$ cat src/sv/fpfa_pkg.sv
// Shared constants for the fixed-partition fit allocator.
package fpfa_pkg;

  localparam int MAX_PARTITIONS = 16;
  localparam int IDX_W = (MAX_PARTITIONS > 1) ? $clog2(MAX_PARTITIONS) : 1;
  localparam int CNT_W = $clog2(MAX_PARTITIONS + 1);

  localparam int SIZE_W     = 16;
  localparam int OP_W       = 2;
  localparam int PIDX_W     = 4;
  localparam int PART_NUM_W = 5;
  localparam int MODE_W     = 2;
  localparam int COUNT_W    = 5;
  localparam int CFG_IDX_W  = 1;
  localparam int CFG_DATA_W = 5;

  localparam logic [OP_W-1:0] OP_LOAD    = 2'd0;
  localparam logic [OP_W-1:0] OP_REQUEST = 2'd1;
  localparam logic [OP_W-1:0] OP_RESTORE = 2'd2;

  localparam logic [MODE_W-1:0] MODE_FIRST = 2'd0;
  localparam logic [MODE_W-1:0] MODE_BEST  = 2'd1;
  localparam logic [MODE_W-1:0] MODE_WORST = 2'd2;

  localparam logic [CFG_IDX_W-1:0] REG_FIT_MODE        = 1'd0;
  localparam logic [CFG_IDX_W-1:0] REG_PARTITION_COUNT = 1'd1;

  localparam logic [MODE_W-1:0]  FIT_MODE_RESET        = MODE_FIRST;
  localparam logic [COUNT_W-1:0] PARTITION_COUNT_RESET = 5'd16;

endpackage

$ cat src/sv/fpfa_ram.sv
// Generic single-write, single-read RAM with registered read data.
module fpfa_ram #(
  parameter int WIDTH = 16,
  parameter int DEPTH = 16
) (
  input  logic                                       clk,
  input  logic                                       we,
  input  logic [((DEPTH > 1) ? $clog2(DEPTH) : 1)-1:0] waddr,
  input  logic [WIDTH-1:0]                           wdata,
  input  logic [((DEPTH > 1) ? $clog2(DEPTH) : 1)-1:0] raddr,
  output logic [WIDTH-1:0]                           rdata
);

  logic [WIDTH-1:0] mem [DEPTH];

  always_ff @(posedge clk) begin
    if (we) begin
      mem[waddr] <= wdata;
    end
    rdata <= mem[raddr];
  end

endmodule

$ cat src/sv/fixed_partition_fit_allocator.sv
// Top level of the fixed-partition fit allocator: sequencer, scan compare and tables.
//
// Input channel (in_valid / in_stall, op, part_index, amount): a transaction is
// taken when in_valid is high and in_stall low. in_stall is low only while the
// sequencer is idle.
//   load    : writes both size tables in the accepting cycle and stays idle.
//   restore : copies the original sizes into the free sizes, one entry a cycle
//             through the RAM read port; busy until all MAX_PARTITIONS are copied.
//   request : scans the first limit entries of the free-size RAM one entry a cycle
//             through one shared compare unit (limit = partition_count, capped at
//             the table size), then writes back the chosen entry, if one fits.
// Output channel (out_valid / out_stall, granted, part_number): one transaction
// per request, held in an output register. While the receiver stalls, the
// result holds and the block may take a load; a finished request waits in its
// write-back step until the previous result has been taken.
// Configuration (cfg_valid / cfg_ready, cfg_index, cfg_data): cfg_ready is
// always high; write only while idle.
// Reset (rst, synchronous): sequencer idle, no result pending, fit_mode first
// fit, partition_count 16. Table contents are undefined until loaded.
module fixed_partition_fit_allocator (
  input  logic                                clk,
  input  logic                                rst,
  input  logic                                in_valid,
  output logic                                in_stall,
  input  logic [fpfa_pkg::OP_W-1:0]           op,
  input  logic [fpfa_pkg::PIDX_W-1:0]         part_index,
  input  logic [fpfa_pkg::SIZE_W-1:0]         amount,
  output logic                                out_valid,
  input  logic                                out_stall,
  output logic                                granted,
  output logic [fpfa_pkg::PART_NUM_W-1:0]     part_number,
  input  logic                                cfg_valid,
  output logic                                cfg_ready,
  input  logic [fpfa_pkg::CFG_IDX_W-1:0]      cfg_index,
  input  logic [fpfa_pkg::CFG_DATA_W-1:0]     cfg_data
);

  typedef enum logic [3:0] {
    S_IDLE    = 4'b0001,
    S_SCAN    = 4'b0010,
    S_WRITE   = 4'b0100,
    S_RESTORE = 4'b1000
  } state_t;

  state_t state, state_next;

  logic [fpfa_pkg::MODE_W-1:0]  fit_mode;
  logic [fpfa_pkg::COUNT_W-1:0] partition_count;
  logic [fpfa_pkg::CNT_W-1:0]   limit;

  logic [fpfa_pkg::CNT_W-1:0]   cnt, cnt_next;
  logic                         pend, pend_next;
  logic [fpfa_pkg::IDX_W-1:0]   pend_addr, pend_addr_next;
  logic                         found, found_next;
  logic [fpfa_pkg::IDX_W-1:0]   chosen, chosen_next;
  logic [fpfa_pkg::SIZE_W-1:0]  chosen_size, chosen_size_next;
  logic [fpfa_pkg::SIZE_W-1:0]  want, want_next;
  logic                         out_valid_next;

  logic                         in_fire;
  logic                         out_free;
  logic                         issue;
  logic                         fits;
  logic                         take;

  logic                         free_we, orig_we;
  logic [fpfa_pkg::IDX_W-1:0]   free_waddr, free_raddr, orig_raddr;
  logic [fpfa_pkg::SIZE_W-1:0]  free_wdata, free_rdata, orig_rdata;

  assign cfg_ready = 1'b1;
  assign in_stall  = (state != S_IDLE);
  assign in_fire   = in_valid && !in_stall;
  assign out_free  = !out_valid || !out_stall;

  always_comb begin
    if (int'(partition_count) > fpfa_pkg::MAX_PARTITIONS) begin
      limit = fpfa_pkg::CNT_W'(fpfa_pkg::MAX_PARTITIONS);
    end else begin
      limit = fpfa_pkg::CNT_W'(partition_count);
    end
  end

  always_ff @(posedge clk) begin
    if (rst) begin
      fit_mode        <= fpfa_pkg::FIT_MODE_RESET;
      partition_count <= fpfa_pkg::PARTITION_COUNT_RESET;
    end else if (cfg_valid && cfg_ready) begin
      unique case (cfg_index)
        fpfa_pkg::REG_FIT_MODE:        fit_mode <= cfg_data[fpfa_pkg::MODE_W-1:0];
        fpfa_pkg::REG_PARTITION_COUNT: partition_count <= cfg_data;
        default: ;
      endcase
    end
  end

  // shared compare unit
  assign fits = (free_rdata >= want);

  always_comb begin
    take = 1'b0;
    if (fits) begin
      case (fit_mode)
        fpfa_pkg::MODE_BEST:  take = !found || (free_rdata <= chosen_size);
        fpfa_pkg::MODE_WORST: take = !found || (free_rdata >= chosen_size);
        default:              take = !found;
      endcase
    end
  end

  assign issue = (cnt < ((state == S_RESTORE) ?
                         fpfa_pkg::CNT_W'(fpfa_pkg::MAX_PARTITIONS) : limit));

  always_comb begin
    state_next       = state;
    cnt_next         = cnt;
    pend_next        = 1'b0;
    pend_addr_next   = cnt[fpfa_pkg::IDX_W-1:0];
    found_next       = found;
    chosen_next      = chosen;
    chosen_size_next = chosen_size;
    want_next        = want;
    out_valid_next   = out_valid && out_stall;

    free_we    = 1'b0;
    free_waddr = fpfa_pkg::IDX_W'(part_index);
    free_wdata = amount;
    orig_we    = 1'b0;
    free_raddr = cnt[fpfa_pkg::IDX_W-1:0];
    orig_raddr = cnt[fpfa_pkg::IDX_W-1:0];

    unique case (state)
      S_IDLE: begin
        if (in_fire) begin
          cnt_next   = '0;
          found_next = 1'b0;
          case (op)
            fpfa_pkg::OP_LOAD: begin
              if (int'(part_index) < fpfa_pkg::MAX_PARTITIONS) begin
                free_we = 1'b1;
                orig_we = 1'b1;
              end
            end
            fpfa_pkg::OP_REQUEST: begin
              want_next  = amount;
              state_next = S_SCAN;
            end
            fpfa_pkg::OP_RESTORE: state_next = S_RESTORE;
            default: ;
          endcase
        end
      end
      S_SCAN: begin
        if (pend && take) begin
          found_next       = 1'b1;
          chosen_next      = pend_addr;
          chosen_size_next = free_rdata;
        end
        if (issue) begin
          pend_next = 1'b1;
          cnt_next  = cnt + fpfa_pkg::CNT_W'(1);
        end else begin
          state_next = S_WRITE;
        end
      end
      S_WRITE: begin
        free_waddr = chosen;
        free_wdata = chosen_size - want;
        if (out_free) begin
          free_we        = found;
          out_valid_next = 1'b1;
          state_next     = S_IDLE;
        end
      end
      S_RESTORE: begin
        free_waddr = pend_addr;
        free_wdata = orig_rdata;
        free_we    = pend;
        if (issue) begin
          pend_next = 1'b1;
          cnt_next  = cnt + fpfa_pkg::CNT_W'(1);
        end else begin
          state_next = S_IDLE;
        end
      end
      default: state_next = S_IDLE;
    endcase
  end

  always_ff @(posedge clk) begin
    if (rst) begin
      state     <= S_IDLE;
      cnt       <= '0;
      pend      <= 1'b0;
      found     <= 1'b0;
      out_valid <= 1'b0;
    end else begin
      state     <= state_next;
      cnt       <= cnt_next;
      pend      <= pend_next;
      found     <= found_next;
      out_valid <= out_valid_next;
    end
  end

  always_ff @(posedge clk) begin
    pend_addr   <= pend_addr_next;
    chosen      <= chosen_next;
    chosen_size <= chosen_size_next;
    want        <= want_next;
    if (state == S_WRITE && out_free) begin
      granted     <= found;
      part_number <= found ? (fpfa_pkg::PART_NUM_W'(chosen) + fpfa_pkg::PART_NUM_W'(1))
                           : '0;
    end
  end

  fpfa_ram #(
    .WIDTH (fpfa_pkg::SIZE_W),
    .DEPTH (fpfa_pkg::MAX_PARTITIONS)
  ) u_free_ram (
    .clk   (clk),
    .we    (free_we),
    .waddr (free_waddr),
    .wdata (free_wdata),
    .raddr (free_raddr),
    .rdata (free_rdata)
  );

  fpfa_ram #(
    .WIDTH (fpfa_pkg::SIZE_W),
    .DEPTH (fpfa_pkg::MAX_PARTITIONS)
  ) u_orig_ram (
    .clk   (clk),
    .we    (orig_we),
    .waddr (fpfa_pkg::IDX_W'(part_index)),
    .wdata (amount),
    .raddr (orig_raddr),
    .rdata (orig_rdata)
  );

endmodule

$ cat config.mk
export PLATFORM = sky130hd
export DESIGN_NAME = fixed_partition_fit_allocator
export DESIGN_NICKNAME = d
export VERILOG_FILES = /design/src/sv/fpfa_pkg.sv /design/src/sv/fpfa_ram.sv /design/src/sv/fixed_partition_fit_allocator.sv
export SDC_FILE = /design/constraint.sdc
export NUM_CORES = 1
export LEC_CHECK = 0
export ABC_AREA = 1
export BUFFER_PORTS_ARGS = -buffer_cell sky130_fd_sc_hd__buf_2
export CAP_MARGIN = 20
export CORE_ASPECT_RATIO = 1.1
export CORE_MARGIN = 1
export CORE_UTILIZATION = 27
export DETAILED_ROUTE_END_ITERATION = 12
export SLEW_MARGIN = 20
export SYNTH_ARGS = -nofsm -noshare
export SYNTH_HDL_FRONTEND = slang
export SYNTH_SLANG_ARGS = --single-unit
$ cat constraint.sdc
create_clock -name clk -period 6.9 [get_ports clk]
set_input_delay 1.035 -clock clk [delete_from_list [all_inputs] [get_ports clk]]
set_output_delay 1.035 -clock clk [all_outputs]
set_load 0.02 [all_outputs]
==> run summary, run 1 <==
status = finished, final reports clean
pwr dens = 292 nW/um^2
asr flop ratio synth = 0%
Nets = 2,043
R2R setup slack = 3.30 ns
setup TNS = 0 ns
critical path endpoint category = flop
hold slack = 0.437 ns
DP Worst Slack = 3.28 ns
crit path max-delay cell type = nor2_2
Syn Nets = 2,029
worst stage delay on the critical path = 0.79 ns
commonest non-fill, non-tap cells in the layout = 554 x edfxtp_1, 314 x nor2_1, 188 x nand2_1, 161 x o21ai_0, 91 x inv_1
Die Area = 93,700 sq um
leakage = 9.28 nW
WL final = 64,000 um
Final Max Tran Viols = 0
CP Data Arrival Time = 3.82 ns
initial antenna violation count = 6
layout overhead on the synthesized area = 13.1%
CP Data Required Time = 7.12 ns
dpl cells = 3,073
share of the synthesized area in the top cell type = 66.7%
Post-DP Area = 26,500 sq um
clk root buf = clkbuf_16
CP bufs+invs = 2
Slew @ Worst Pin = 1.10 ns
Hold-fix buffers, CTS = 0
Initial DRT Pass Iterations = 5
Hold Fails Final Rpt = 0
Synth Area per Inst = 12.9 sq um
vias in the first global route = 15,266
global route overflow = 0
I/O pins = 42
Netlist cell types = 47
GR Util All Layers = 13.4%
average wire per standard cell = 20.1 um
Finished Layout Cells = 3,178
htree depth = 2
Ys Warns = 0
cts bufs inserted = 55
Max clock buf depth = 3
Tightest Hold Check Type = reg2reg
Largest delay share family, worst path = simple AND/OR/NAND/NOR gates
vias per std cell = 4.87
synthesized instance count = 1,938
largest net degree at the start of global routing = 219
worst reg2reg endpoint = u_free_ram.mem[11][13]
share of post-route cells with drive strength above 1 = 9.51%
final RePlAce weighted congestion = 0.908
routed via count = 15,472
area of the core = 91,300 sq um
Peak Freq = 278 MHz
Final WS setup = 3.30 ns
Final Cycle Share = 52.2%
post-CTS setup buffers = 0
DP HPWL = 40,400 um
max-capacitance violation count = 0
PostCTS Resize Cnt = 0
most common cell after layout, fill and taps aside = edfxtp_1
CP max FO = 17
total power = 8.25 mW
Rel. slew slack = 26.1%
first-pass GRT wire length = 95,100 um
post-route cell area = 28,200 sq um
Worst Reg-to-Reg Cells = 9
IO Port Bufs = 40
Synth Cell Area = 25,000 sq um
Post-synth top flop = edfxtp_1
crit-path cells = inv_1 > nand2_2 > nor3_4 > inv_1 > a21oi_2 > a22oi_1 > nand2_2 > nand3_1 > nor2_2
kind of critical path = reg2reg
Synth area leader = edfxtp_1
Post-synth EDFFs = 554
final setup skew = 0.0302 ns
clk slew on worst S/H paths = 0.06 ns
Worst Hold End = chosen[3]
Core Util, Final = 30.9%
later-pin clock latency in the skew report = 0.62 ns
initial core utilization = 27.3%
Hold Crit Depth = 0
Die Wd = 292 um
drt first-iter violations = 1,337
Clock Sinks = 609
unrepaired setup endpoints after global routing = false
min Tclk post-route = 3.60 ns
worst r2r src = state[0]
maximum vdd drop = 193 uV
antenna-violating nets left = 0
FP Rows = 116
number of synthesized register bits = 609
hold path start = pend_addr[3]
CTS tree = built
DRC Markers = 0
Die Height = 321 um
Area contributors post-synth = edfxtp_1 67%, nor2_1 5.2%, dfxtp_1 4.4%, o21ai_0 3.2%, ha_1 2.9%
Finish-stage setup viols = 0
register area share after synthesis = 71.1%
crit start category = flop
## synthesized netlist by cell type (2+ instances only)
library cell	n
o32ai_1	74
inv_2	3
edfxtp_1	554
dfxtp_1	55
buf_2	24
o21ai_0	161
a22o_1	2
nand3_1	88
xor2_1	3
a21oi_1	49
inv_1	92
o211ai_1	16
mux2i_1	54
buf_4	5
clkbuf_1	70
a21oi_2	2
ha_1	57
a21o_1	3
nor2_1	345
o2111ai_1	2
nor3_4	3
buf_1	3
nand2_2	2
o221ai_1	54
nor3b_1	2
nand2_1	188
nor3_1	5
nand4_1	3
## power breakdown
part | switching (mW) | internal (mW)
Combinational | 0.790 | 0.315
Clock | 1.32 | 1.58
Sequential | 0.0712 | 4.17
## sequential cells by signal, summed over array words and instances (netlist names)
name	count
pend	1
chosen	4
state	4
fit_mode	2
u_free_ram.rdata	16
want	16
part_number	5
u_orig_ram.mem	256
pend_addr	4
u_orig_ram.rdata	16
out_valid	1
found	1
u_free_ram.mem	256
granted	1
cnt	5
partition_count	5
chosen_size	16
## worst reg2reg max path, cell delays in order, from the launching register on
cell and delay (ns):
dfxtp_1 0.32, inv_1 0.13, nand2_2 0.11, nor3_4 0.36
inv_1 0.44, a21oi_2 0.43, a22oi_1 0.17, nand2_2 0.19
nand3_1 0.28, nor2_2 0.80
## routing by layer
layer	GRT usage, %	share of wire (%)	vias up
met4	5.20	3.4	4
met1	16.8	41	7710
met5	0	0.045	-
met2	23.1	50	479
li1	-	-	7154
met3	1.95	5.6	125
## logic make-up after synthesis
family,count (synthesis),share of synthesized area [%]
simple gates,644,10.7
other cells,1,0.0150
xor+xnor,4,0.140
compound gates,370,9.82
mux,54,2.17
buf+inv,198,3.17
fa+ha+maj,58,2.94
flops,609,71.1
## how the worst max path moves through the flow
stage,from,end,slack [ns],cells past startpoint
floorplan,out_stall,u_free_ram.mem[13][0],4.14,5
CTS,state[2],u_free_ram.mem[5][7],3.27,8
global placement,state[0],u_free_ram.mem[11][0],3.32,9
detailed placement,state[0],u_free_ram.mem[5][5],3.28,9
global route,state[0],u_free_ram.mem[11][0],2.99,9
finish,state[0],u_free_ram.mem[11][13],3.30,9
## layout make-up
cell class | count | area (sq um)
fillers | 8958 | 63100
flip-flops and latches | 609 | 17700
clock buffers | 70 | 1430
repair buffers | 59 | 412
well taps | 1180 | 1480
diodes | 1 | 2.50
clock inverters | 32 | 258
inverters | 96 | 365
multi-input cells | 1131 | 6530
Power figures use the tool's default switching activity.
==> run 2: changes to the inputs <==
Settings changed: ABC_AREA 1 to 0.
Clock period 6.9 ns to 2.9 ns, I/O delays scaled along.
==> run 2 against run 1 <==
- fmax rose by 31%
- critical path depth fell by 1
- power rose by 130%
- area after synthesis fell by 2.2%
- clock skew fell by 0.0047 ns
- sequential share of layout area fell by 1.3 points
- synthesized cell count fell by 36%
- first-iteration DRC count fell by 16%
- cell area rose by 2.1%
==> run summary, run 2 <==
Finish-stage setup viols = 0
first-pass GRT wire length = 82,600 um
R2R setup slack = 0.15 ns
max-capacitance violation count = 0
number of synthesized register bits = 609
worst stage delay on the critical path = 0.40 ns
kind of critical path = reg2reg
I/O pins = 42
Die Wd = 289 um
Final WS setup = 0.151 ns
Hold Crit Depth = 3
average wire per standard cell = 21.5 um
global route overflow = 0
leakage = 9.11 nW
Core Util, Final = 32.2%
post-CTS setup buffers = 0
GR Util All Layers = 12.2%
register area share after synthesis = 72.7%
initial antenna violation count = 3
Die Area = 91,600 sq um
routed via count = 12,234
area of the core = 89,500 sq um
crit-path cells = ha_1 > a21o_1 > a221oi_4 > a21bo_4 > or4_1 > a31oi_1 > a221o_1 > buf_12
most frequent cell after synthesis = edfxtp_1
CTS tree = built
DP Worst Slack = 0.0390 ns
Worst Reg-to-Reg Cells = 8
dpl cells = 2,477
CP max FO = 16
Post-synth top flop = edfxtp_1
Finished Layout Cells = 2,584
Peak Freq = 364 MHz
Netlist cell types = 66
clk root buf = clkbuf_16
initial core utilization = 27.3%
most common cell after layout, fill and taps aside = edfxtp_1
vias per std cell = 4.73
critical path endpoint category = flop
share of the synthesized area in the top cell type = 68.2%
Rel. slew slack = 49.1%
Slew @ Worst Pin = 0.764 ns
CP Data Required Time = 3.37 ns
clk slew on worst S/H paths = 0.06 ns
Hold Fails Final Rpt = 0
Synth Area per Inst = 19.6 sq um
pwr dens = 658 nW/um^2
Tightest Hold Check Type = in2reg
crit start category = flop
status = finished, final reports clean
Worst Hold End = fit_mode[0]
drt first-iter violations = 1,123
maximum vdd drop = 551 uV
Area contributors post-synth = edfxtp_1 68%, mux4_2 15%, dfxtp_1 4.5%, ha_1 2.9%, nor2_1 0.78%
Clock Sinks = 609
total power = 19.0 mW
asr flop ratio synth = 0%
later-pin clock latency in the skew report = 0.62 ns
WL final = 55,400 um
crit path max-delay cell type = ha_1
vias in the first global route = 12,656
worst reg2reg endpoint = u_free_ram.mem[2][12]
IO Port Bufs = 40
Syn Nets = 1,336
antenna-violating nets left = 0
Ant. Diodes = 0
Ys Warns = 0
Max clock buf depth = 3
layout overhead on the synthesized area = 18.1%
hold path start = cfg_data[0]
synthesized instance count = 1,245
FP Rows = 115
htree depth = 2
commonest non-fill, non-tap cells in the layout = 554 x edfxtp_1, 160 x mux4_2, 57 x ha_1, 57 x clkbuf_16, 50 x dfxtp_1
DP HPWL = 33,700 um
Synth Cell Area = 24,400 sq um
Synth area leader = edfxtp_1
unrepaired setup endpoints after global routing = false
Die Height = 317 um
CP Data Arrival Time = 3.22 ns
Final Cycle Share = 94.8%
final setup skew = 0.0256 ns
final RePlAce weighted congestion = 0.838
min Tclk post-route = 2.75 ns
Nets = 1,457
Final Max Tran Viols = 0
largest net degree at the start of global routing = 60
Initial DRT Pass Iterations = 5
Post-synth top cells = 554 x edfxtp_1, 160 x mux4_2, 57 x ha_1
worst r2r src = chosen_size[8]
share of post-route cells with drive strength above 1 = 29.6%
cts bufs inserted = 57
Post-synth EDFFs = 554
DRC Markers = 0
Regs by FF count = u_free_ram.mem: 256 flops, u_orig_ram.mem: 256 flops
run 2: cell types whose count changed in the layout (fill, tap and decap cells not counted), sizes merged, moves of 14 or more:
cell	change
o221ai	-53
mux4	+160
o21ai	-139
a21oi	-22
mux2i	-49
o211ai	-14
buf	+56
inv	-49
nand2	-144
nand3	-64
nor2	-296
o32ai	-73
run 2: how the worst max path moves through the flow:
stage,slack (ns),cells past startpoint,to,from
floorplan,-0.08,12,state[1],state[3]
global placement,0.07,11,u_free_ram.mem[1][12],chosen_size[0]
detailed placement,0.04,11,u_free_ram.mem[13][12],chosen_size[0]
CTS,0.009,11,u_free_ram.mem[2][12],chosen_size[0]
global route,0.006,11,u_free_ram.mem[2][12],chosen_size[0]
finish,0.15,8,u_free_ram.mem[2][12],chosen_size[8]
run 2: power by group:
part	internal [mW]	switching, mW
Clock	4.34	3.23
Sequential	9.77	0.108
Combinational	0.673	0.831
run 2: what timing repair did:
action,4_1_cts,5_1_grt
gates resized for setup,1,8
endpoints found under the setup margin,5,83
hold buffers,0,0
gates cloned,0,0
pin swaps,0,2
run 2: critical path: cells and delay by family, from the launching register on:
family | cells | cell delay, ns
AO/OA/AOI/OAI | 5 | 1.28
buffers and inverters | 1 | 0.14
flip-flops | 1 | 0.39
adder cells (fa/ha/maj) | 1 | 0.40
AND/OR/NAND/NOR | 1 | 0.40
run 2: stage by stage:
step                area, sq um  TNS (ns)  hold WS (ns)
detailed placement        26900         0         0.424
CTS                       28800         0        0.0641
global route              28800         0        0.0886
floorplan                 24400   -0.0777         0.352
finish                    28800         0        0.0912
global placement          26900         0         0.415
run 2: kinds of logic (layout without fill, tap and decap cells):
logic type / after synthesis / after routing / share of synthesized area [%]
XOR/XNOR: 13 / 13 / 0.467
adder cells (fa/ha/maj): 58 / 58 / 3.00
other: 1 / 1 / 0.0154
multiplexers: 167 / 167 / 15.1
buffers and inverters: 96 / 265 / 1.61
flip-flops: 609 / 609 / 72.7
AO/OA/AOI/OAI: 109 / 109 / 3.08
AND/OR/NAND/NOR: 192 / 192 / 4.08
run 2: metal layers:
metal | share of wire [%] | wire length (um) | up-vias | global-route usage, %
li1 | - | - | 5331 | -
met4 | 2.1 | 1140 | 6 | 3.47
met1 | 44 | 24600 | 6491 | 16.7
met5 | 0.058 | 32 | - | 0
met2 | 49 | 26900 | 324 | 20.2
met3 | 5.0 | 2770 | 82 | 1.69
run 2: layout make-up:
cell class,instances,area [sq um]
fill,8485,60700
sequential,609,17800
multi-input combinational,540,6400
clock buffer,76,1570
tap,1170,1460
timing repair buffer,115,1140
clock inverter,31,334
inverter,43,161
